<file path="src/hw/rtl/htu_pkg.sv">
// Shared types, constants and helper functions for the homogeneous transform unit.
// No dependencies; every other file in hw/rtl but htu_checker.sv imports this package.
package htu_pkg;

  // Fixed-point format of coefficients, vectors and results
  localparam int FRAC_BITS = 16;
  localparam int COEF_W    = 32;
  localparam int TRIG_W    = 18;
  localparam int TRIG_FRAC = 16;
  localparam int DIM       = 4;
  localparam int NUM_COEF  = DIM * DIM;
  localparam int IDX_W     = $clog2(NUM_COEF);

  // Datapath widths: 32x32 product, sum of two, sum of four
  localparam int PROD_W = 2 * COEF_W;
  localparam int PAIR_W = PROD_W + 1;
  localparam int SUM_W  = PROD_W + 2;

  // Command queue between decode and execute
  localparam int QUEUE_DEPTH = 4;
  localparam int PTR_W       = $clog2(QUEUE_DEPTH);
  localparam int CNT_W       = $clog2(QUEUE_DEPTH + 1);

  localparam int TRIG_UP = (FRAC_BITS >= TRIG_FRAC) ? FRAC_BITS - TRIG_FRAC : 0;
  localparam int TRIG_DN = (FRAC_BITS <  TRIG_FRAC) ? TRIG_FRAC - FRAC_BITS : 0;

  typedef logic signed [COEF_W-1:0] coef_t;
  typedef coef_t mat_t [NUM_COEF];
  typedef logic signed [PROD_W-1:0] prod_t;
  typedef logic signed [PAIR_W-1:0] pair_t;
  typedef logic signed [SUM_W-1:0]  sum_t;

  localparam coef_t COEF_MAX = {1'b0, {(COEF_W-1){1'b1}}};
  localparam coef_t COEF_MIN = {1'b1, {(COEF_W-1){1'b0}}};
  localparam coef_t ONE      = coef_t'(64'sd1 <<< FRAC_BITS);

  localparam sum_t SAT_HI   = {{(SUM_W-COEF_W){1'b0}}, COEF_MAX};
  localparam sum_t SAT_LO   = ~SAT_HI;
  localparam sum_t RND_BIAS = sum_t'((67'sd1 <<< FRAC_BITS) - 67'sd1);

  typedef enum logic [2:0] {
    OP_CLEAR      = 3'd0,
    OP_WRITE      = 3'd1,
    OP_IDENT      = 3'd2,
    OP_ROTATE     = 3'd3,
    OP_TRANSLATE  = 3'd4,
    OP_TRANSPOSE  = 3'd5,
    OP_NEG_TRANS  = 3'd6,
    OP_XFORM      = 3'd7
  } op_t;

  localparam logic [1:0] AXIS_X = 2'd0;
  localparam logic [1:0] AXIS_Y = 2'd1;
  localparam logic [1:0] AXIS_Z = 2'd2;

  // One decoded command as it sits in the queue
  typedef struct packed {
    op_t        op;
    logic [1:0] row;
    logic [1:0] col;
    logic [1:0] axis;
    coef_t      value;
    coef_t      cos_s;
    coef_t      sin_s;
    coef_t      sin_n;
    coef_t      vx;
    coef_t      vy;
    coef_t      vz;
    coef_t      vw;
  } cmd_t;

  // Negate, with the most negative value mapped to the most positive
  function automatic coef_t neg_sat(input coef_t v);
    neg_sat = (v == COEF_MIN) ? COEF_MAX : -v;
  endfunction

  // Q2.16 trig term to FRAC_BITS fraction bits, truncating toward zero
  function automatic coef_t trig_scale(input logic signed [TRIG_W-1:0] t);
    coef_t ext;
    coef_t mag;
    ext = coef_t'(t);
    mag = ext[COEF_W-1] ? -ext : ext;
    if (FRAC_BITS >= TRIG_FRAC) begin
      trig_scale = ext <<< TRIG_UP;
    end else if (ext[COEF_W-1]) begin
      trig_scale = -(mag >>> TRIG_DN);
    end else begin
      trig_scale = mag >>> TRIG_DN;
    end
  endfunction

endpackage

</file>
<file path="src/hw/rtl/htu_front.sv">
// Decode stage: classifies an input beat and prepares its command for the queue.
// Depends on htu_pkg.
module htu_front (
  input  logic                          in_valid,
  output logic                          in_ready,
  input  logic [2:0]                    operation,
  input  logic [1:0]                    row,
  input  logic [1:0]                    col,
  input  logic signed [31:0]            value,
  input  logic [1:0]                    axis,
  input  logic signed [17:0]            cosine,
  input  logic signed [17:0]            sine,
  input  logic signed [31:0]            vec_x,
  input  logic signed [31:0]            vec_y,
  input  logic signed [31:0]            vec_z,
  input  logic signed [31:0]            vec_w,
  input  logic                          queue_ready,
  output logic                          push,
  output htu_pkg::cmd_t                 cmd
);
  import htu_pkg::*;

  coef_t sin_scaled;

  assign in_ready   = queue_ready;
  assign push       = in_valid && queue_ready;
  assign sin_scaled = trig_scale(sine);

  always_comb begin
    cmd       = '0;
    cmd.op    = op_t'(operation);
    cmd.row   = row;
    cmd.col   = col;
    cmd.axis  = axis;
    cmd.value = value;
    cmd.cos_s = trig_scale(cosine);
    cmd.sin_s = sin_scaled;
    cmd.sin_n = neg_sat(sin_scaled);
    cmd.vx    = vec_x;
    cmd.vy    = vec_y;
    cmd.vz    = vec_z;
    cmd.vw    = vec_w;
  end

endmodule

</file>
<file path="config.mk">
export PLATFORM = sky130hd
export DESIGN_NAME = htu_front
export DESIGN_NICKNAME = d
export VERILOG_FILES = /design/src/hw/rtl/htu_pkg.sv /design/src/hw/rtl/htu_front.sv
export SDC_FILE = /design/constraint.sdc
export NUM_CORES = 1
export LEC_CHECK = 0
export BUFFER_PORTS_ARGS = -buffer_cell sky130_fd_sc_hd__clkbuf_2
export CAP_MARGIN = 20
export CORE_AREA = 2 2 186 188
export DETAILED_ROUTE_END_ITERATION = 7
export DIE_AREA = 0 0 188 190
export GPL_TIMING_DRIVEN = 0
export PLACE_DENSITY = 0.32
export REMOVE_ABC_BUFFERS = 1
export SYNTH_ARGS = -nofsm -noshare
export SYNTH_HDL_FRONTEND = slang
export SYNTH_SLANG_ARGS = --single-unit
export TNS_END_PERCENT = 1
</file>
<file path="constraint.sdc">
create_clock -name vclk -period 7.3
set_input_delay 1.095 -clock vclk [all_inputs]
set_output_delay 1.095 -clock vclk [all_outputs]
set_load 0.005 [all_outputs]
</file>
# Word-level counts from Yosys, hierarchy flattened

Cells that the tools add are included.

Input bits: 207
Register bits after elaboration: 0
Word-level logic and storage cells: 4
Output and inout bits: 267

Add/subtract/negate cells: 1
Mux-type cells: 1
Reduce and logical (&&, ||, !) cells: 1
Equality and inequality tests: 1

Operators by type and width:

| kind                                                  | count |
|---|---|
| equality test 18 x 32 -> 1 bit, second input constant | 1 |
| two-way mux 32 bit                                    | 1 |
| negator 18 -> 32 bit                                  | 1 |
| logical AND 1 bit                                     | 1 |

# Logic depth before layout (Yosys ltp)

Depth in word-level cells: 2
Mapped depth: 7
Mapped depth without buffers: 6

# Least setup slack after synthesis

No wires, ideal clock.

Path kind: input to output
Start: input sine[0]
End: output cmd[144] (netlist bit)
Stages: 7
Required time: 6205 ps
Path slack: 3473 ps
Path buffers: 1
Data arrival time: 2732 ps
Path through: inv_1 -> ha_1 -> or3b_1 -> buf_2 -> nor4_4 -> or3b_1 -> xor2_1

RTL lines:

| element            | RTL line        | text |
|---|---|---|
| start: declaration | htu_front.sv:12 | `input logic signed [17:0] sine,` |
| end: declaration   | htu_front.sv:19 | `output htu_pkg::cmd_t cmd` |

==> flow_summary.ini <==
[pwr]
peakVddDrop_mv = 0.0120
swShare_pct = 53.2
p_leak_nw = 0.477
cellPowerDensity_mw_per_mm2 = 33.2
p_int_w = 0.0000221
combPwrFrac_pct = 100.0
seqPwrFrac_pct = 0
clkPwrFrac_pct = 0
p_switching_w = 0.0000251

[critical_path]
required_ns = 6.20
endpoint_kind = output port
cp-startpoint = sine[0]
crit_fanout = 10
path_class = primary input to output port
crit_path_start_kind = primary input
arrival_ns = 3.37

[detailed_routing]
detail-route-antenna-nets = 0
drt-initial-drc-count = 71
dr.pass1.iters = 4
drc = 0
routed_wl_um = 43200
viasPerCell = 2.08
wl_per_cell_um = 72.0
via_count = 1250

[grt]
grt_usage_pct = 23.4
overflow = 0
grt_pass1_wl_um = 45700
grt_max_degree = 31
grt_pass1_vias = 970
antenna_found_initial = 1

[synth]
synth_area_mm2 = 0.00218
yosysSeqAreaShare_pct = 0
yosys-top-cells-area = buf_4, xnor2_1, a21oi_1
synth_top_cell_by_area = buf_4
syn_avg_cell_area_um2 = 7.34
yosysWarnings = 0
synth.top_cell.area_share_pct = 80.9
ys_types = 22
syn_inst = 297

[cells_and_area]
n_clock_buffer = 0
fillers = 4036
utilization_pct = 4.18
final_cells = 600
mostFrequentLayoutCells = clkbuf_2, a21oi_1, xnor2_1, xor2_1
seq_cells = 0
nets = 355
seq_area_um2 = 0
layout_commonest_cell = clkbuf_2
design_area_mm2 = 0.00142
syn_to_final_growth_pct = -34.8
n_antenna_cell = 0
drive_gt1_share_pct = 64.1

[place]
gp_congestion = 1.07
postPlaceCellArea_mm2 = 0.00142
dpl.hpwl_um = 42600
dp_slack_ns = 2.77
port_buffers = 86
dpl.cell_count = 600

[cts]
cts_hold_buffers = 0
postCtsSetupRepairBufs = 0
cts_resized = 0

[floorplan]
dieHeight_um = 190
die_w_um = 188
start_util_pct = 6.42
core-area_mm2 = 0.0339
io_pins = 474
core.rowCount = 68
die_area_mm2 = 0.0357

[timing]
max-slew-margin-rel_pct = 46.3
setup_viol = 0
fin_setup_tns_ns = 0
hold_viol_final = 0
worst_slew_pin_slew_ns = 0.799
period_needed_ns = 4.47
fmax_mhz = 224
rsz0062_at_grt = false
setup_ws_ns = 2.83
drv_slew = 0
min_period_over_period_pct = 61.2

[worst_hold_path]
min-delay-start = vec_y[30]
worstHoldPathCells = 0
worstHoldPathType = primary input to output port
hold_path_end = cmd[94]

[run_status]
status = completed

[run]
maxCapViolCount = 0
[logic make-up after synthesis]
group	count (synthesis)	synth area share, %
buffers and inverters	242	82.6
AOI/OAI and AO/OA	15	3.67
adders and majority gates	1	0.574
and+or+nand+nor	24	7.12
xor gates and xnor gates	15	6.03
[synth_stat cells, drive strengths merged]
cell and instances:
nand2 2, or3b 2, or4 2, nor3 5, o31a 1, xnor2 10, a21oi 14, ha 1
or3 3, and2 1, clkbuf 2, inv 2, nand2b 1, buf 238, nor4 3, xor2 5
nor2b 1, nor2 4
[power by group through the flow]
| stage | clock network, W | logic, W | registers [W] |
|---|---|---|---|
| finish | 0 | 0.0000471 | 0 |
| global route | 0 | 0.0000528 | 0 |
| CTS | 0 | 0.0000485 | 0 |
| detailed placement | 0 | 0.0000483 | 0 |
| global placement | 0 | 0.0000480 | 0 |
| floorplan | 0 | 0.0000119 | 0 |
[area by class of cell]
class	instances	area, um^2	area share (%)
well taps	455	569	40.1
repair buffers	88	453	31.9
multi-input cells	55	390	27.5
inverters	2	7.51	0.529
[how the worst max path moves through the flow]
stage / slack, ns / end / cells past startpoint
3_5_place_dp: 2.77 / cmd[144] / 8
3_3_place_gp: 1.81 / cmd[141] / 6
5_1_grt: 2.67 / cmd[144] / 8
4_1_cts: 2.77 / cmd[144] / 8
2_1_floorplan: 3.26 / cmd[141] / 4
6_report: 2.83 / cmd[144] / 8
[routing by layer]
layer	part of all wire (%)	vias up	GRT usage, %
li1	-	387	-
met1	4.3	431	2.53
met2	60	420	50.6
met3	34	10	38.6
met4	1.1	2	2.03
met5	0.016	-	0
[worst max-delay path, stage by stage]
cell	delay, ns
clkbuf_2	0.11
inv_1	0.06
ha_1	0.17
or3b_1	0.51
nor4_4	0.73
or3b_1	0.42
xor2_1	0.14
clkbuf_2	0.13
[through the flow]
step                hold WS, ns  power (W)
floorplan                  2.19  0.0000119
global placement           2.19  0.0000480
detailed placement         2.19  0.0000483
CTS                        2.19  0.0000485
global route               2.19  0.0000528
finish                     2.19  0.0000471
Note: power is estimated with default switching activity, not from simulation.
