--- src/hw/rtl/htu_pkg.sv ---
// Shared types, constants and helper functions for the homogeneous transform unit.
// No dependencies; every other file in hw/rtl but htu_checker.sv imports this package.
package htu_pkg;

  // Fixed-point format of coefficients, vectors and results
  localparam int FRAC_BITS = 16;
  localparam int COEF_W    = 32;
  localparam int TRIG_W    = 18;
  localparam int TRIG_FRAC = 16;
  localparam int DIM       = 4;
  localparam int NUM_COEF  = DIM * DIM;
  localparam int IDX_W     = $clog2(NUM_COEF);

  // Datapath widths: 32x32 product, sum of two, sum of four
  localparam int PROD_W = 2 * COEF_W;
  localparam int PAIR_W = PROD_W + 1;
  localparam int SUM_W  = PROD_W + 2;

  // Command queue between decode and execute
  localparam int QUEUE_DEPTH = 4;
  localparam int PTR_W       = $clog2(QUEUE_DEPTH);
  localparam int CNT_W       = $clog2(QUEUE_DEPTH + 1);

  localparam int TRIG_UP = (FRAC_BITS >= TRIG_FRAC) ? FRAC_BITS - TRIG_FRAC : 0;
  localparam int TRIG_DN = (FRAC_BITS <  TRIG_FRAC) ? TRIG_FRAC - FRAC_BITS : 0;

  typedef logic signed [COEF_W-1:0] coef_t;
  typedef coef_t mat_t [NUM_COEF];
  typedef logic signed [PROD_W-1:0] prod_t;
  typedef logic signed [PAIR_W-1:0] pair_t;
  typedef logic signed [SUM_W-1:0]  sum_t;

  localparam coef_t COEF_MAX = {1'b0, {(COEF_W-1){1'b1}}};
  localparam coef_t COEF_MIN = {1'b1, {(COEF_W-1){1'b0}}};
  localparam coef_t ONE      = coef_t'(64'sd1 <<< FRAC_BITS);

  localparam sum_t SAT_HI   = {{(SUM_W-COEF_W){1'b0}}, COEF_MAX};
  localparam sum_t SAT_LO   = ~SAT_HI;
  localparam sum_t RND_BIAS = sum_t'((67'sd1 <<< FRAC_BITS) - 67'sd1);

  typedef enum logic [2:0] {
    OP_CLEAR      = 3'd0,
    OP_WRITE      = 3'd1,
    OP_IDENT      = 3'd2,
    OP_ROTATE     = 3'd3,
    OP_TRANSLATE  = 3'd4,
    OP_TRANSPOSE  = 3'd5,
    OP_NEG_TRANS  = 3'd6,
    OP_XFORM      = 3'd7
  } op_t;

  localparam logic [1:0] AXIS_X = 2'd0;
  localparam logic [1:0] AXIS_Y = 2'd1;
  localparam logic [1:0] AXIS_Z = 2'd2;

  // One decoded command as it sits in the queue
  typedef struct packed {
    op_t        op;
    logic [1:0] row;
    logic [1:0] col;
    logic [1:0] axis;
    coef_t      value;
    coef_t      cos_s;
    coef_t      sin_s;
    coef_t      sin_n;
    coef_t      vx;
    coef_t      vy;
    coef_t      vz;
    coef_t      vw;
  } cmd_t;

  // Negate, with the most negative value mapped to the most positive
  function automatic coef_t neg_sat(input coef_t v);
    neg_sat = (v == COEF_MIN) ? COEF_MAX : -v;
  endfunction

  // Q2.16 trig term to FRAC_BITS fraction bits, truncating toward zero
  function automatic coef_t trig_scale(input logic signed [TRIG_W-1:0] t);
    coef_t ext;
    coef_t mag;
    ext = coef_t'(t);
    mag = ext[COEF_W-1] ? -ext : ext;
    if (FRAC_BITS >= TRIG_FRAC) begin
      trig_scale = ext <<< TRIG_UP;
    end else if (ext[COEF_W-1]) begin
      trig_scale = -(mag >>> TRIG_DN);
    end else begin
      trig_scale = mag >>> TRIG_DN;
    end
  endfunction

endpackage

--- src/hw/rtl/htu_queue.sv ---
// Short command FIFO that decouples decode from execute.
// Depends on htu_pkg.
module htu_queue (
  input  logic          clk,
  input  logic          rst,
  input  logic          push,
  input  htu_pkg::cmd_t push_cmd,
  output logic          ready,
  input  logic          pop,
  output logic          head_valid,
  output htu_pkg::cmd_t head_cmd
);
  import htu_pkg::*;

  cmd_t             slots [QUEUE_DEPTH];
  logic [PTR_W-1:0] wr_ptr;
  logic [PTR_W-1:0] rd_ptr;
  logic [CNT_W-1:0] count;

  assign ready      = (count != CNT_W'(QUEUE_DEPTH));
  assign head_valid = (count != '0);
  assign head_cmd   = slots[rd_ptr];

  always_ff @(posedge clk) begin
    if (push) begin
      slots[wr_ptr] <= push_cmd;
    end
  end

  always_ff @(posedge clk) begin
    if (rst) begin
      wr_ptr <= '0;
      rd_ptr <= '0;
      count  <= '0;
    end else begin
      if (push) begin
        wr_ptr <= (wr_ptr == PTR_W'(QUEUE_DEPTH - 1)) ? '0 : wr_ptr + 1'b1;
      end
      if (pop) begin
        rd_ptr <= (rd_ptr == PTR_W'(QUEUE_DEPTH - 1)) ? '0 : rd_ptr + 1'b1;
      end
      if (push && !pop) begin
        count <= count + 1'b1;
      end else if (!push && pop) begin
        count <= count - 1'b1;
      end
    end
  end

endmodule

--- config.mk ---
export PLATFORM = sky130hd
export DESIGN_NAME = htu_queue
export DESIGN_NICKNAME = d
export VERILOG_FILES = /design/src/hw/rtl/htu_pkg.sv /design/src/hw/rtl/htu_queue.sv
export SDC_FILE = /design/constraint.sdc
export NUM_CORES = 1
export LEC_CHECK = 0
export BUFFER_PORTS_ARGS = -buffer_cell sky130_fd_sc_hd__buf_2
export CAP_MARGIN = 20
export CORE_MARGIN = 2
export CORE_UTILIZATION = 45
export CTS_CLUSTER_SIZE = 16
export DETAILED_ROUTE_END_ITERATION = 10
export PLACE_DENSITY_LB_ADDON = 0.15
export SLEW_MARGIN = 20
export SYNTH_ARGS = -nofsm -noshare
export SYNTH_HDL_FRONTEND = slang
export SYNTH_SLANG_ARGS = --single-unit
--- constraint.sdc ---
create_clock -name clk -period 16.4 [get_ports clk]
set_input_delay 1.64 -clock clk [delete_from_list [all_inputs] [get_ports clk]]
set_output_delay 1.64 -clock clk [all_outputs]
set_load 0.02 [all_outputs]
* Word-level counts from Yosys, hierarchy flattened
Memory sizes are Yosys's and may differ from the RTL's. A register that Yosys moved wholly into a read port is not among the register bits. Index checks and enable logic that the tools add are counted.
Storage, ports and cells: flip-flop bits (word level) 7, bits in latches 0, RAM bits 1060, bits in read-only memories 0, bits of input ports 269, output and inout port bits 267, logic and storage cells 25, memories kept 1
Operators by class: add/sub/neg operators 4, $mul 0, div/mod/pow operators 0, magnitude comparators 0, equality and inequality tests 3, shift operators 0, mux-type cells 8, bitwise gates (word level) 0, reduce and logical (&&, ||, !) cells 6
Memory list:
- slots | words 4, bits a word 265, read ports 1, clocked after memory_dff 1, wr ports 1, RTL line htu_queue.sv:15 | cmd_t slots [QUEUE_DEPTH];
Operators by type and width (count):
- $mux 2 | 4
- $mux 3 | 2
- $add 2x1->2 const B | 2
- $eq 2x2->1 const B | 2
- $add 3x1->3 const B | 1
- $ne 3x3->1 const B | 1
- $reduce_bool 3->1 | 1
- $sub 3x1->3 const B | 1
- $logic_and 1x1->1 | 2
- $logic_not 1->1 | 2
- $mux 1 | 2
- $reduce_bool 2->1 | 1

* Logic depth before layout (Yosys ltp)
word-level depth 4, depth in mapped cells 7, depth with buffers taken out 7

* Worst setup path after synthesis
Ideal clock, no wire load.
path kind input to register, from input port push, to memory slots[0][0] (netlist bit), enable pin, arrival time 7.626 ns, data required time 15.741 ns, path slack 8.115 ns, stages on the path 1, path buffers 0, path through and2_1
Between the ends: longest elaborated chain between the ends 2
RTL lines:
- start: declaration | RTL line htu_queue.sv:6 | input logic push,
- $mux 1 | RTL line htu_queue.sv:25 | if (push) begin
- $mux 1 (not written as such) | RTL line htu_queue.sv:26 | slots[wr_ptr] <= push_cmd;
- end: declaration | RTL line htu_queue.sv:15
No other way between the ends.

==> run metrics <==
fin crit period 5.718 ns; total wire length between 80000 and 90000 µm; Final period util 34.87%; worst min path class reg -> reg; number of global-route vias before repair about 18000; dpl cells approximately 3100; clk_lat worst skew 0.67 ns; Tightest Pin Transition 1.170 ns; final-report setup violation count 0; largest area contributor in the netlist edfxtp_1; Syn Std Cell Area about 39000 µm²; sequential-to-total area share from yosys stat 82.22%; final hold vios 0; Cell Rows 107; Leakage 15.33 nW; Die Y 298.1 µm; fraction of layout cells with a size suffix above 1 between 40 and 50%; Post-CTS Hold Buffers 0; clock root buffer clkbuf_16; commonest non-fill, non-tap cell in the layout edfxtp_1; critical path startpoint category flip-flop; drt drc 0; RSZ-0062 raised after global routing no; Routed WL per cell 24.58 µm; worst slack at placement 11.11 ns; # clock sinks 1069; RePlAce Congestion 0.7452; f_max between 150 and 200 MHz; Yosys top cell area share between 80% and 90%; PwrDens 133.0 nW/µm²; Syn Area/Cell 27.24 µm²; VDD IR max 0.09778 mV; clk_skew 0.01882 ns; hold_sp count[2]$_SDFFE_PP0P_; synth top area cells edfxtp_1, mux4_2, buf_12; register bit count reported by yosys 1069; crit path max fanout 45; Final #Nets 2311; area grow syn2layout 18.36%; run status complete, no violations; GRT Residual Overflow 0; setup TNS 0 ns; htree depth 3; antenna violations before repair 29; Setup CP Type reg -> out; port bufs 535; Starting Density 45.58%; Hold WS 0.5260 ns; Max Buffers Root-to-Sink 3; Post-Synthesis Net Count 1705; worst flop-to-flop path endpoint slots[3][255]$_DFFE_PP_; CTS tree done; Post-Layout Cell Count roughly 3300; first-pass iteration count of the detailed router 5; post-DP HPWL 48380 µm; Reg2Reg Depth 4; yosys warns 0; routed vias 17260; final count of pins violating max slew 0; Post-Syn Instances 1429; Core Area around 85000 µm²; Hold Crit Depth 2; Hold Path End count[2]$_SDFFE_PP0P_; clock-pin transition on the worst setup and hold timing paths about 0.060 ns; Setup Buffers After CTS 0; Setup WS post-layout 10.68 ns; reg-to-reg setup timing slack 13.04 ns; Reg-to-Reg Start wr_ptr[0]$_SDFFE_PP0P_; post-CTS sizing 0; Yosys cell types 22; Num CTS Buffers 107; max cap viols 0; most frequent cells in the layout edfxtp_1, buf_2, mux4_2, clkbuf_16, clkbuf_1; critical path required time 14.76 ns; worst path arrival time 4.08 ns; global-route wire length before repair 119000 µm; Slew HR 22.01%; Routed Antenna Nets 0; I/O pin count 536; gr usage total a little under a fifth; DRC marker count from the first detailed-route iteration 851; Vias per Instance 5.266; full die area ~89000 µm²; largest net degree at the start of global routing around 140; die width roughly 300 µm; nature of the critical path endpoint primary output
==> Yosys cell counts, drive strengths merged <==
cell type,n
clkbuf,2
inv,4
ha,6
fa,1
nor3b,1
buf,57
dfxtp,9
edfxtp,1060
nor2,8
and2,4
o21ai,1
xor2,2
mux4,265
nand2,1
or3,2
a21oi,2
mux2i,4
==> per-stage QoR <==
stage               cell area (µm²)  total power, mW  util (%)
global route                  46070            6.342     53.94
detailed placement            42560            3.804     49.83
floorplan                     38930            3.611         -
finish                        46080            6.131     53.95
global placement              42560            3.792     49.83
CTS                           46060            6.210     53.93
==> how the worst max path moves through the flow <==
stage	to	slack, ns	cells after the start
global placement	head_cmd[178]	11.14	4
finish	head_cmd[178]	10.68	4
floorplan	slots[0][0]$_DFFE_PP_	8.12	1
detailed placement	head_cmd[178]	11.11	4
global route	head_cmd[153]	10.22	4
CTS	head_cmd[178]	10.40	4
==> logic make-up after synthesis <==
logic type               count (synthesis)  synth area share (%)
flip-flops                            1069                 82.22
multiplexers                           269                 15.43
buffers and inverters                   63                 1.813
AND/OR/NAND/NOR                         16                0.2025
adder cells (fa/ha/maj)                  7                0.2443
AO/OA/AOI/OAI                            3               0.03856
XOR/XNOR                                 2               0.04500
==> state kept, by name (all words and copies together) (netlist names), named ones only <==
register,cells
count,3
wr_ptr,2
slots,1060
rd_ptr,2
==> worst max-delay path: stages (launching register included) <==
cell and delay [ns]:
dfxtp_4 0.79, buf_4 0.84, buf_4 0.83, mux4_2 0.64, buf_2 0.19
==> per-layer routing <==
layer / share of wire [%] / global-route usage (%) / vias up / wire length, µm
met3: 7.9 / 6.206 / 163 / 6323
li1: - / - / 7463 / -
met4: 2.6 / 5.599 / 44 / 2103
met1: 38 / 22.04 / 9080 / 30700
met5: 0.32 / 0 / - / 261
met2: 51 / 30.24 / 506 / 41160
==> power breakdown <==
group,switching (mW),total (mW),internal (mW)
Sequential,0.0332,3.17,3.14
Combinational,0.347,0.562,0.215
Clock,0.975,2.40,1.42
==> cell type report <==
| class | count | area [µm²] |
|---|---|---|
| Clock buffer | 139 | 2883 |
| Tap cell | 1144 | 1431 |
| Timing Repair Buffer | 556 | 2873 |
| Antenna cell | 7 | 17.52 |
| Sequential cell | 1069 | 32020 |
| Inverter | 4 | 15.01 |
| Multi-Input combinational cell | 297 | 6225 |
| Fill cell | 6632 | 39330 |
| Clock inverter | 61 | 618.1 |
(Power assumes the default switching activity.)
