--- src/hw/rtl/htu_pkg.sv ---
// Shared types, constants and helper functions for the homogeneous transform unit.
// No dependencies; every other file in hw/rtl but htu_checker.sv imports this package.
package htu_pkg;

  // Fixed-point format of coefficients, vectors and results
  localparam int FRAC_BITS = 16;
  localparam int COEF_W    = 32;
  localparam int TRIG_W    = 18;
  localparam int TRIG_FRAC = 16;
  localparam int DIM       = 4;
  localparam int NUM_COEF  = DIM * DIM;
  localparam int IDX_W     = $clog2(NUM_COEF);

  // Datapath widths: 32x32 product, sum of two, sum of four
  localparam int PROD_W = 2 * COEF_W;
  localparam int PAIR_W = PROD_W + 1;
  localparam int SUM_W  = PROD_W + 2;

  // Command queue between decode and execute
  localparam int QUEUE_DEPTH = 4;
  localparam int PTR_W       = $clog2(QUEUE_DEPTH);
  localparam int CNT_W       = $clog2(QUEUE_DEPTH + 1);

  localparam int TRIG_UP = (FRAC_BITS >= TRIG_FRAC) ? FRAC_BITS - TRIG_FRAC : 0;
  localparam int TRIG_DN = (FRAC_BITS <  TRIG_FRAC) ? TRIG_FRAC - FRAC_BITS : 0;

  typedef logic signed [COEF_W-1:0] coef_t;
  typedef coef_t mat_t [NUM_COEF];
  typedef logic signed [PROD_W-1:0] prod_t;
  typedef logic signed [PAIR_W-1:0] pair_t;
  typedef logic signed [SUM_W-1:0]  sum_t;

  localparam coef_t COEF_MAX = {1'b0, {(COEF_W-1){1'b1}}};
  localparam coef_t COEF_MIN = {1'b1, {(COEF_W-1){1'b0}}};
  localparam coef_t ONE      = coef_t'(64'sd1 <<< FRAC_BITS);

  localparam sum_t SAT_HI   = {{(SUM_W-COEF_W){1'b0}}, COEF_MAX};
  localparam sum_t SAT_LO   = ~SAT_HI;
  localparam sum_t RND_BIAS = sum_t'((67'sd1 <<< FRAC_BITS) - 67'sd1);

  typedef enum logic [2:0] {
    OP_CLEAR      = 3'd0,
    OP_WRITE      = 3'd1,
    OP_IDENT      = 3'd2,
    OP_ROTATE     = 3'd3,
    OP_TRANSLATE  = 3'd4,
    OP_TRANSPOSE  = 3'd5,
    OP_NEG_TRANS  = 3'd6,
    OP_XFORM      = 3'd7
  } op_t;

  localparam logic [1:0] AXIS_X = 2'd0;
  localparam logic [1:0] AXIS_Y = 2'd1;
  localparam logic [1:0] AXIS_Z = 2'd2;

  // One decoded command as it sits in the queue
  typedef struct packed {
    op_t        op;
    logic [1:0] row;
    logic [1:0] col;
    logic [1:0] axis;
    coef_t      value;
    coef_t      cos_s;
    coef_t      sin_s;
    coef_t      sin_n;
    coef_t      vx;
    coef_t      vy;
    coef_t      vz;
    coef_t      vw;
  } cmd_t;

  // Negate, with the most negative value mapped to the most positive
  function automatic coef_t neg_sat(input coef_t v);
    neg_sat = (v == COEF_MIN) ? COEF_MAX : -v;
  endfunction

  // Q2.16 trig term to FRAC_BITS fraction bits, truncating toward zero
  function automatic coef_t trig_scale(input logic signed [TRIG_W-1:0] t);
    coef_t ext;
    coef_t mag;
    ext = coef_t'(t);
    mag = ext[COEF_W-1] ? -ext : ext;
    if (FRAC_BITS >= TRIG_FRAC) begin
      trig_scale = ext <<< TRIG_UP;
    end else if (ext[COEF_W-1]) begin
      trig_scale = -(mag >>> TRIG_DN);
    end else begin
      trig_scale = mag >>> TRIG_DN;
    end
  endfunction

endpackage

--- src/hw/rtl/htu_matrix.sv ---
// Execute side: holds the 4x4 matrix, applies matrix commands, issues transforms.
// Depends on htu_pkg.
module htu_matrix (
  input  logic          clk,
  input  logic          rst,
  input  logic          head_valid,
  input  htu_pkg::cmd_t head_cmd,
  input  logic          advance,
  output logic          pop,
  output logic          issue,
  output htu_pkg::mat_t mat
);
  import htu_pkg::*;

  mat_t m;
  mat_t m_next;
  logic is_xform;
  logic apply;

  assign is_xform = (head_cmd.op == OP_XFORM);
  // matrix commands retire at once; a transform waits for the pipeline
  assign pop   = head_valid && (!is_xform || advance);
  assign issue = head_valid && is_xform && advance;
  assign apply = head_valid && !is_xform;
  assign mat   = m;

  always_comb begin
    m_next = m;
    if (apply) begin
      case (head_cmd.op)
        OP_CLEAR: begin
          for (int k = 0; k < NUM_COEF; k++) m_next[k] = '0;
        end
        OP_WRITE: begin
          m_next[{head_cmd.row, head_cmd.col}] = head_cmd.value;
        end
        OP_IDENT: begin
          for (int k = 0; k < NUM_COEF; k++) m_next[k] = '0;
          for (int d = 0; d < DIM; d++) m_next[d * (DIM + 1)] = ONE;
        end
        OP_ROTATE: begin
          for (int k = 0; k < NUM_COEF; k++) m_next[k] = '0;
          case (head_cmd.axis)
            AXIS_X: begin
              m_next[0]  = ONE;            m_next[15] = ONE;
              m_next[5]  = head_cmd.cos_s; m_next[10] = head_cmd.cos_s;
              m_next[9]  = head_cmd.sin_n; m_next[6]  = head_cmd.sin_s;
            end
            AXIS_Y: begin
              m_next[0]  = head_cmd.cos_s; m_next[10] = head_cmd.cos_s;
              m_next[5]  = ONE;            m_next[15] = ONE;
              m_next[8]  = head_cmd.sin_s; m_next[2]  = head_cmd.sin_n;
            end
            AXIS_Z: begin
              m_next[0]  = head_cmd.cos_s; m_next[5]  = head_cmd.cos_s;
              m_next[10] = ONE;            m_next[15] = ONE;
              m_next[4]  = head_cmd.sin_n; m_next[1]  = head_cmd.sin_s;
            end
            default: begin
              // no such axis: matrix stays all zero
            end
          endcase
        end
        OP_TRANSLATE: begin
          for (int k = 0; k < NUM_COEF; k++) m_next[k] = '0;
          for (int d = 0; d < DIM; d++) m_next[d * (DIM + 1)] = ONE;
          if (head_cmd.axis != 2'd3) begin
            m_next[{2'b11, head_cmd.axis}] = head_cmd.value;
          end
        end
        OP_TRANSPOSE: begin
          for (int r = 0; r < DIM; r++) begin
            for (int c = 0; c < DIM; c++) begin
              m_next[IDX_W'(r * DIM + c)] = m[IDX_W'(c * DIM + r)];
            end
          end
        end
        OP_NEG_TRANS: begin
          for (int c = 0; c < DIM - 1; c++) begin
            m_next[IDX_W'(3 * DIM + c)] = neg_sat(m[IDX_W'(3 * DIM + c)]);
          end
        end
        default: begin
          m_next = m;
        end
      endcase
    end
  end

  always_ff @(posedge clk) begin
    if (rst) begin
      for (int k = 0; k < NUM_COEF; k++) m[k] <= '0;
    end else begin
      m <= m_next;
    end
  end

endmodule

--- config.mk ---
export PLATFORM = sky130hd
export DESIGN_NAME = htu_matrix
export DESIGN_NICKNAME = d
export VERILOG_FILES = /design/src/hw/rtl/htu_pkg.sv /design/src/hw/rtl/htu_matrix.sv
export SDC_FILE = /design/constraint.sdc
export NUM_CORES = 1
export LEC_CHECK = 0
export ABC_AREA = 1
export BUFFER_PORTS_ARGS = -buffer_cell sky130_fd_sc_hd__buf_2
export CORE_MARGIN = 3
export CORE_UTILIZATION = 30
export CTS_CLUSTER_SIZE = 14
export DETAILED_ROUTE_END_ITERATION = 6
export GPL_ROUTABILITY_DRIVEN = 0
export HOLD_SLACK_MARGIN = 0.1
export PLACE_DENSITY = 0.5
export SYNTH_ARGS = -nofsm -noshare
export SYNTH_HDL_FRONTEND = slang
export SYNTH_SLANG_ARGS = --single-unit
export TNS_END_PERCENT = 10
--- constraint.sdc ---
create_clock -name clk -period 2.1 [get_ports clk]
set_clock_uncertainty 0.1 [all_clocks]
set_input_delay 0.42 -clock clk [delete_from_list [all_inputs] [get_ports clk]]
set_output_delay 0.42 -clock clk [all_outputs]
set_load 0.02 [all_outputs]
# == Word level (Yosys, flattened, before mapping) ==
# Cells that the tools add are included.
# word_totals
ff_bits,512
output_inout_bits,514
wordCells,72
# classes
order_cmp,4
eq_ne,9
muxes,18
n_bitwise,6
reduce_logical,19
# ops
op,count
one-hot mux 256 bit (6 select lines),1
one-hot mux 256 bit (5 select lines),1
bitwise mux 512 bit,1
2-to-1 mux 512 bit,1
AND 508 bit,1
demux 32 bit (select 4 bit),2
2-to-1 mux 32 bit,8
one-hot mux 32 bit (2 select lines),3
2-to-1 mux 17 bit,1
greater-or-equal comparator 5 bit (second input constant),2
less-than comparator 5 x 1 -> 1 bit (second input constant),2
NOT 4 -> 5 bit,2
== test 3 bit (second input constant),3
== test 3 x 2 -> 1 bit (second input constant),2
logical AND 1 bit,6
nonzero test 6 bit,1
OR reduction 2 bit,3
nonzero test 5 bit,1
NOT 4 bit,1
bitwise OR 4 bit,1
AND reduction 2 bit,2
== test 3 x 1 -> 1 bit (second input constant),1
logical NOT 3 bit,1
AND reduction 3 bit,1
8 further kinds,8

# == Longest topological paths before layout ==
# Gate-level depths: netlist of run 1.
# depth
depth_word,9
mapped_depth,13
ltp_nobuf,10

# == Least setup slack after synthesis of run 1 ==
# OpenSTA, ideal clock, no wires.
# synth_path
path_kind,input -> register
from,input head_cmd[256] (netlist bit)
to,register m (netlist bit mat[102])
setup_ns,0.070
t_arrival_ns,2.095
setup_slack_ns,-0.165
stages,12
path_cell_list,inv_1 > clkbuf_1 > ha_1 > inv_1 > nor2_1 > inv_1 > nor2_2 > buf_2 > nand2_1 > nand2_1 > nand2_1 > a21oi_1
# synth_via
elab_chain_len,8
word_cells_on_any_way,10
cone_classes,2 x order compare; 1 x eq/ne; 4 x mux; 2 x bitwise; 1 x reduce/logical
# synth_rtl
item,line_no,rtl
"start, declared",htu_matrix.sv:7,"input htu_pkg::cmd_t head_cmd,"
NOT 4 -> 5 bit (not written as such),htu_matrix.sv:68,"m_next[{2'b11, head_cmd.axis}] = head_cmd.value;"
greater-or-equal comparator 5 bit (not written as such) or less-than comparator 5 x 1 -> 1 bit (tied branches),htu_matrix.sv:68,
logical AND 1 bit (not written as such),htu_matrix.sv:68,
2-to-1 mux 32 bit (not written as such),htu_matrix.sv:68,
demux 32 bit (select 4 bit),htu_matrix.sv:68,
AND 508 bit (no line),-,
2-to-1 mux 512 bit (*),htu_matrix.sv:67,if (head_cmd.axis != 2'd3) begin
one-hot mux 256 bit (5 select lines) (*),htu_matrix.sv:30,case (head_cmd.op)
"end signal, assigned",htu_matrix.sv:94,m <= m_next;
"end, declared",htu_matrix.sv:15,mat_t m;
# Every way passes the cells marked *; elsewhere a longest branch is shown, timed or not.
# A chain may end at the register's enable or synchronous reset.

# == Worst setup path in the final report of run 1 ==
# layout_path
from,register m (netlist bit mat[383])
to,output mat[383] (netlist bit)
# layout_lines
item,line_no,rtl
"end, declared",htu_matrix.sv:11,output htu_pkg::mat_t mat
# No word-level cell between the ends.

==> impl_summary.md, run 1 <==
Synthesis
In this run the mean area of a mapped cell was 5.82 sq um. The top cell type's share of synthesized area is 33.7%. For this run, asynchronously set or reset flops after synthesis account for 0%. The synthesized design contains 0 enable-type register cells. The count of distinct cell types in the synthesized netlist is 22. The synthesized net count is 5494. Counting flops and latches in the post-synthesis netlist gives 512. Sequential cells were found to cover 33.7% of the synthesized design area. The most frequently used cell type in the post-synthesis netlist is sky130_fd_sc_hd__nand2_1. Counting every instance in the synthesized netlist gives 5221.

The post-synthesis cell area is 0.0304 sq mm. sky130_fd_sc_hd__dfxtp_1 takes more of the synthesized area than any other cell. After synthesis, the most frequently instantiated cells are sky130_fd_sc_hd__nand2_1, sky130_fd_sc_hd__nand3_1, sky130_fd_sc_hd__inv_1. For this run, the number of Yosys warnings is 0. The prevailing post-synth register cell is sky130_fd_sc_hd__dfxtp_1. After synthesis, the cell types taking the most area are sky130_fd_sc_hd__dfxtp_1, sky130_fd_sc_hd__nand2_1, sky130_fd_sc_hd__nand3_1.

Power
The sequential cell fraction of total power is 38.4%. The cell-internal power is 0.0180 W. The combinational share of power is 14.6%. Dividing total power by cell area gives a power density of 641 mW/mm^2. In this run the power spent charging and discharging nets is 0.00765 W.

The net switching share of the total power is 29.8%. The maximum vdd drop is 0.518 mV. The share of total power dissipated in the clock network is 47.0%. The static leakage power is 20.0 nW.

CTS
The count of buffers added by post-CTS timing repair for setup is 0. The clock buffer count from CTS is 67. The clock tree from TritonCTS is done.

The clock net in this run drives a total of 512 sinks. The maximum level of the CTS H-tree is 3. The clock reaches the later pin of the worst-skew pair after 0.64 ns.

In this run the deepest clock path goes through 3 buffers. After clock tree synthesis, the repair step resized 0 gates. After clock tree synthesis, the clock-pin slew on the worst setup and hold paths is 0.06 ns. The cell chosen for the clock root is sky130_fd_sc_hd__clkbuf_16.

Worst hold path
The beginning of the worst hold path is head_cmd[140]. The depth of the worst hold-timing path is 5. The worst min-delay path category is input pin to flop.

Timing
Setup violations remaining at the end of the flow were counted as 0. The minimum clock period after layout is 1.89 ns. Setup repair after global routing left no endpoint under its margin.

The remaining max-slew budget at the tightest pin is 61.8%. Of the available clock period, the critical path in the final layout requires 90.0%. Summed over all failing endpoints, the final setup total negative slack is 0 ns.

The final hold violation count is 0. The number of slew-limit violations in the final report is 0. Across all hold checks on the routed design, the worst slack comes to 0.145 ns. The slew at the pin closest to its max-slew limit is 0.574 ns.

Derived from the worst setup path, the maximum achievable clock frequency is 529 MHz.

Routing
In this run, the number of DRC markers left after iteration 0 of detailed routing was 3869. The count of unresolved DRC violations after routing is 0. After detailed routing, the total wire length is 164 mm. The average routed wire per standard cell is 22.6 um. The total number of vias is 36.5k. The antenna violation net count after detailed routing is 0.

The number of detailed-routing iterations run before antenna repair is 6. In the routed layout, each cell is associated on average with a via count of 5.02.

Critical path
The worst setup path is launched from a flop. The category of the most critical setup path is flop to output port. On the worst path, the slowest cell contributes a delay of 0.45 ns. The slowest stage cell on the critical path is sky130_fd_sc_hd__dfxtp_1.

The launching instance or port of the critical path is mat[383]. The worst setup path is captured at an output port. The largest fanout on the critical path is 4. The cell class contributing the biggest share of worst-path delay is flip-flops. The path depth of the worst reg2reg path is 6. The logic depth of the worst path, buffers included is 1. Data arrives at the worst endpoint at 1.37 ns.

The combined buffer and inverter count along the critical path is 1. The signal on the critical path passes through buf_2. Data on the critical path is required at its endpoint by 1.58 ns. The startpoint of the worst-slack reg-to-reg timing path is mat[383].

Status
The run finished with clean final reports.

GRT
The global-route wire length before repair is 236 mm. Global routing used 39.0% of the available met1 tracks. The initial antenna violation count was 12.

The largest net degree at the start of global routing is 94. The global routing usage on met3 is 8.03%. Global routing consumed, over all layers together, 29.8% of the routing resources. The number of global-route vias before repair is 32.8k. For met2 alone, demand over resource in global routing was 46.6%. After global routing the overflow that remains totals 0. The busiest metal layer after global routing is met2.

Floorplan
The floorplan step defined a die boundary enclosing 0.105 sq mm. The y dimension of the die is 324 um. The chip width is 324 um.

The total I/O pin count is 783. The core region area is 0.100 sq mm. For this configuration, the core starts out at a cell density of 30.3%. The placement row count is 116.

Final layout
Cells with a size suffix above 1 make up 17.5% of the layout. The register with the most flip-flops in the layout has 512 of them. The area growth from synthesis to layout is 31.7%. For this run, the number of standard cells in the final layout without fillers is 7264. The net total in the final layout is 6126. The post-layout utilization of the core is 39.9%.

Place
Summed over all nets, the half-perimeter wirelength after detailed placement is 114 mm. The number of placed instances, taps included, is 7051. Buffers placed on the I/O ports in this run total 654.

Job
The max-cap check violation count is 0.
[power by group through the flow]
stage / Combinational (W) / Sequential [W] / Clock, W
final: 0.00376 / 0.00986 / 0.0121
after global routing: 0.00393 / 0.00986 / 0.0126
after CTS: 0.00371 / 0.00986 / 0.0123
after detailed placement: 0.00357 / 0.0101 / 0
after global placement: 0.00357 / 0.0101 / 0
after floorplan: 0.00149 / 0.0102 / 0
[kinds of logic (layout without fill, tap and decap cells)]
group | Yosys count | count (layout) | share of synthesized area [%]
adders and majority gates | 4 | 4 | 0.165
other | 0 | 7 | 0
AOI/OAI and AO/OA | 456 | 456 | 8.08
buffers and inverters | 1052 | 1731 | 13.6
DFF | 512 | 512 | 33.7
and+or+nand+nor | 3197 | 3197 | 44.4
[placed cells by master (no fill, tap or decap), types with 2 or more instances in the layout]
cell / instances
sky130_fd_sc_hd__clkbuf_8: 12
sky130_fd_sc_hd__inv_2: 8
sky130_fd_sc_hd__nor3b_1: 63
sky130_fd_sc_hd__a211oi_1: 64
sky130_fd_sc_hd__diode_2: 7
sky130_fd_sc_hd__inv_1: 619
sky130_fd_sc_hd__inv_6: 3
sky130_fd_sc_hd__clkbuf_16: 70
sky130_fd_sc_hd__nand2_1: 2029
sky130_fd_sc_hd__dlygate4sd3_1: 90
sky130_fd_sc_hd__nor2_1: 139
sky130_fd_sc_hd__o21ai_0: 2
sky130_fd_sc_hd__nor2_2: 3
sky130_fd_sc_hd__buf_2: 653
sky130_fd_sc_hd__dfxtp_1: 512
sky130_fd_sc_hd__buf_12: 109
sky130_fd_sc_hd__nor2_4: 15
sky130_fd_sc_hd__nand2_2: 2
sky130_fd_sc_hd__o21ai_4: 3
sky130_fd_sc_hd__ha_1: 3
sky130_fd_sc_hd__clkbuf_1: 14
sky130_fd_sc_hd__nand3_1: 942
sky130_fd_sc_hd__buf_4: 132
sky130_fd_sc_hd__bufinv_16: 5
sky130_fd_sc_hd__clkinv_2: 11
sky130_fd_sc_hd__a21oi_1: 386
[timing repair]
item | CTS | global route
endpoints found under the setup margin | 0 | 0
endpoints found under the hold margin | 180 | 0
hold buffers | 90 | 0
[final cells by class]
type | count | area (sq um)
antenna | 7 | 17.5
clock buffer | 96 | 1970
clock inverter | 20 | 265
fill | 10900 | 60200
inverter | 630 | 2370
multi-input combinational | 3657 | 16100
sequential | 512 | 10200
tap | 1357 | 1700
timing repair buffer | 985 | 7360
[routing by layer]
metal	up-vias	part of all wire, %
li1	17600	-
met1	17000	42
met2	1665	44
met3	268	9.9
met4	8	4.2
met5	-	0.027
[worst paths after layout]
| path | endpoint | slack [ns] |
|---|---|---|
| setup / recovery | mat[383] | 0.21 |
| hold reg to reg | mat[345] | 0.37 |
| setup reg to reg | mat[383] | 1.07 |
| hold / removal | mat[428] | 0.15 |
[per-stage QoR]
step                worst slack (ns)  power, W  cell area, sq um
finish                         0.211    0.0257             40000
global route                   0.129    0.0264             40000
CTS                            0.171    0.0258             40000
detailed placement            0.0150    0.0136             36900
global placement              0.0696    0.0136             36900
floorplan                     0.0581    0.0116             30400
Note: power is estimated with default switching activity, not from simulation.
==> inputs of run 2 (changes only) <==
REMOVE_ABC_BUFFERS = 1   (was default)
==> impl_summary.md, run 2 (synthesis gave the netlist of run 1 again) <==
Place
Timing analysis after detailed placement gives a worst setup slack of -0.0162 ns. Once detailed placement completed, the half-perimeter wirelength came to 104 mm. The instance area after placement is 0.0373 sq mm. Port buffering added 654 buffers.

CTS
The number of gates given a new drive strength after cts is 0. The clock tree from TritonCTS is done. After clock tree synthesis, the clock-pin slew on the worst setup and hold paths is 0.05 ns. The number of clock buffers added by TritonCTS is 70. The tree built by TritonCTS fans out to 512 sinks. The tree is rooted in a sky130_fd_sc_hd__clkbuf_16. No sink is reached through more buffers than the 3 on the longest clock path. The number of setup buffers added after CTS is 0. The H-tree was split into 3 levels. The insertion delay of the later-clocked pin in the worst-skew pair is 0.64 ns.

Power
In this run the power spent charging and discharging nets is 0.00767 W. In this run the static leakage power is 20.3 nW. The clock network accounts for 48.1% of the total power.

The internal power of the cells totals 0.0185 W. The power density of the placed cells is 641 mW/mm^2. The maximum vdd drop is 0.576 mV. The combinational share of power is 14.3%. The design draws 0.0262 W. Net switching is 29.3% of the power.

In this run, flip-flops and latches consume 37.7% of the power.

Timing
The final hold violation count is 0. After layout, the minimum clock period comes to 2.00 ns. The remaining max-slew budget at the tightest pin is 41.3%. The final critical path takes up 95.0% of the cycle. For the pin with the worst max-slew slack, the measured transition is 0.881 ns.

The number of slew-limit violations in the final report came to 0. Setup repair after global routing left no endpoint under its margin. The maximum achievable frequency is 501 MHz. Across all setup checks in the final design, the least slack found is 0.105 ns. The number of setup violations in the final report is 0.

Worst hold path
The min-delay analysis places its worst path in the category input pin to flop.

Routing
The post-detailed-routing wire length is 155 mm. For this run, design rule violations remaining after detail routing come to 0. The detailed router finished its first iteration with 3344 violations. The total number of vias is 36.1k. The detail-routed via count per cell is 4.94. The detail route stage leaves a number of antenna-violating nets equal to 0.

The number of detailed-routing iterations run before antenna repair is 5. The average routed wire per standard cell is 21.2 um.

Floorplan
The chip width is 324 um. The floorplan die area is 0.105 sq mm. The total area inside the core boundary comes to 0.100 sq mm. The y dimension of the die is 324 um.

During I/O placement, the number of pins put on the boundary was 783. Row generation in the floorplan step produced 116 rows. The initial core utilization is 30.3%.

Job
The max-cap check violation count is 0.

Status
The flow ran to the end, and the final reports show no timing, DRC or antenna violations.

Final layout
The most common library cell in the layout ignoring fill and taps is sky130_fd_sc_hd__nand2_1. The filler cell count in the final layout is 10.9k. The fraction of layout cells with a size suffix above 1 is 17.8%. In the layout the commonest cells are sky130_fd_sc_hd__nand2_1, sky130_fd_sc_hd__nand3_1, sky130_fd_sc_hd__buf_2, sky130_fd_sc_hd__inv_1, sky130_fd_sc_hd__dfxtp_1. The final instance area is 0.0408 sq mm. The net total in the final layout is 6166. The register with the most flip-flops in the layout has 512 of them. From synthesis to final layout, the design area changed by 34.3%.

Critical path
The data required time of the critical path is 1.58 ns. The worst endpoint data arrival time is 1.48 ns. The largest fanout on the critical path is 6. The setup path with the least slack is of type input pin to output port. The category of the worst setup path capture point is an output port. The worst setup path is launched from an input pin.

GRT
In the global route stage, overall resource usage came out at 28.2%. The aggregate global routing overflow is 0. The number of global-route vias before repair is 32.6k. The initial antenna violation count is 13. The first global-routing pass estimated 227 mm of wire. The largest net degree at the start of global routing is 117.
run 2: changes by cell type in the layout (fill, tap and decap cells not counted), moves of 3 or more:
cell	delta
sky130_fd_sc_hd__dlygate4sd3_1	+28
sky130_fd_sc_hd__buf_12	+23
sky130_fd_sc_hd__buf_4	-14
sky130_fd_sc_hd__nand2_1	-7
sky130_fd_sc_hd__nand2_2	+7
sky130_fd_sc_hd__clkbuf_16	+3
run 2: per-layer routing:
layer / up-vias / wire length [um] / GRT usage (%)
li1: 17700 / - / -
met1: 16800 / 66500 / 37.1
met2: 1380 / 69100 / 44.0
met3: 229 / 13200 / 7.17
met4: 0 / 6200 / 11.1
met5: - / 0 / 0
run 2: what timing repair did:
item,in CTS,in global routing
endpoints found under the hold margin,293,0
hold buffers,118,0
setup endpoints to repair,0,0
run 2: power groups by stage:
| stage | combinational, W | clock (W) | sequential, W |
|---|---|---|---|
| finish | 0.00373 | 0.0126 | 0.00986 |
| global route | 0.00395 | 0.0132 | 0.00986 |
| detailed placement | 0.00354 | 0 | 0.0101 |
| floorplan | 0.00121 | 0 | 0.0102 |
| CTS | 0.00373 | 0.0128 | 0.00986 |
| global placement | 0.00355 | 0 | 0.0101 |
run 2: path summary, 6_finish.rpt:
check	startpoint	end	slack [ns]	cells after the start
setup / recovery	head_cmd[263]	pop	0.10	6
hold / removal	head_cmd[175]	mat[239]	0.14	5
setup reg to reg	mat[474]	mat[474]	1.04	6
hold reg to reg	mat[207]	mat[207]	0.38	2
run 2: stage by stage:
stage	utilization [%]	setup TNS, ns	hold slack (ns)	cells
global route	40.7	0	0.123	7311
floorplan	-	-2327.87	0.389	4799
CTS	40.7	0	0.102	7304
detailed placement	37.2	-0.0210	0.365	7060
finish	40.7	0	0.136	7312
global placement	37.2	0	0.365	7060
run 2: worst max-delay path, stage by stage:
cell,delay (ns)
sky130_fd_sc_hd__buf_2,0.16
sky130_fd_sc_hd__nand2_1,0.24
sky130_fd_sc_hd__nor2_1,0.07
sky130_fd_sc_hd__a21oi_1,0.24
sky130_fd_sc_hd__buf_4,0.19
sky130_fd_sc_hd__buf_2,0.16
run 2: layout make-up:
class                   count  area, sq um  area share, %
inverters                 630         2370           5.81
repair buffers           1022         7990           19.6
clock inverters            26          312          0.763
well taps                1357         1700           4.16
flip-flops and latches    512        10200           25.1
multi-input cells        3657        16100           39.5
clock buffers             100         2050           5.02
diodes                      8         20.0         0.0490
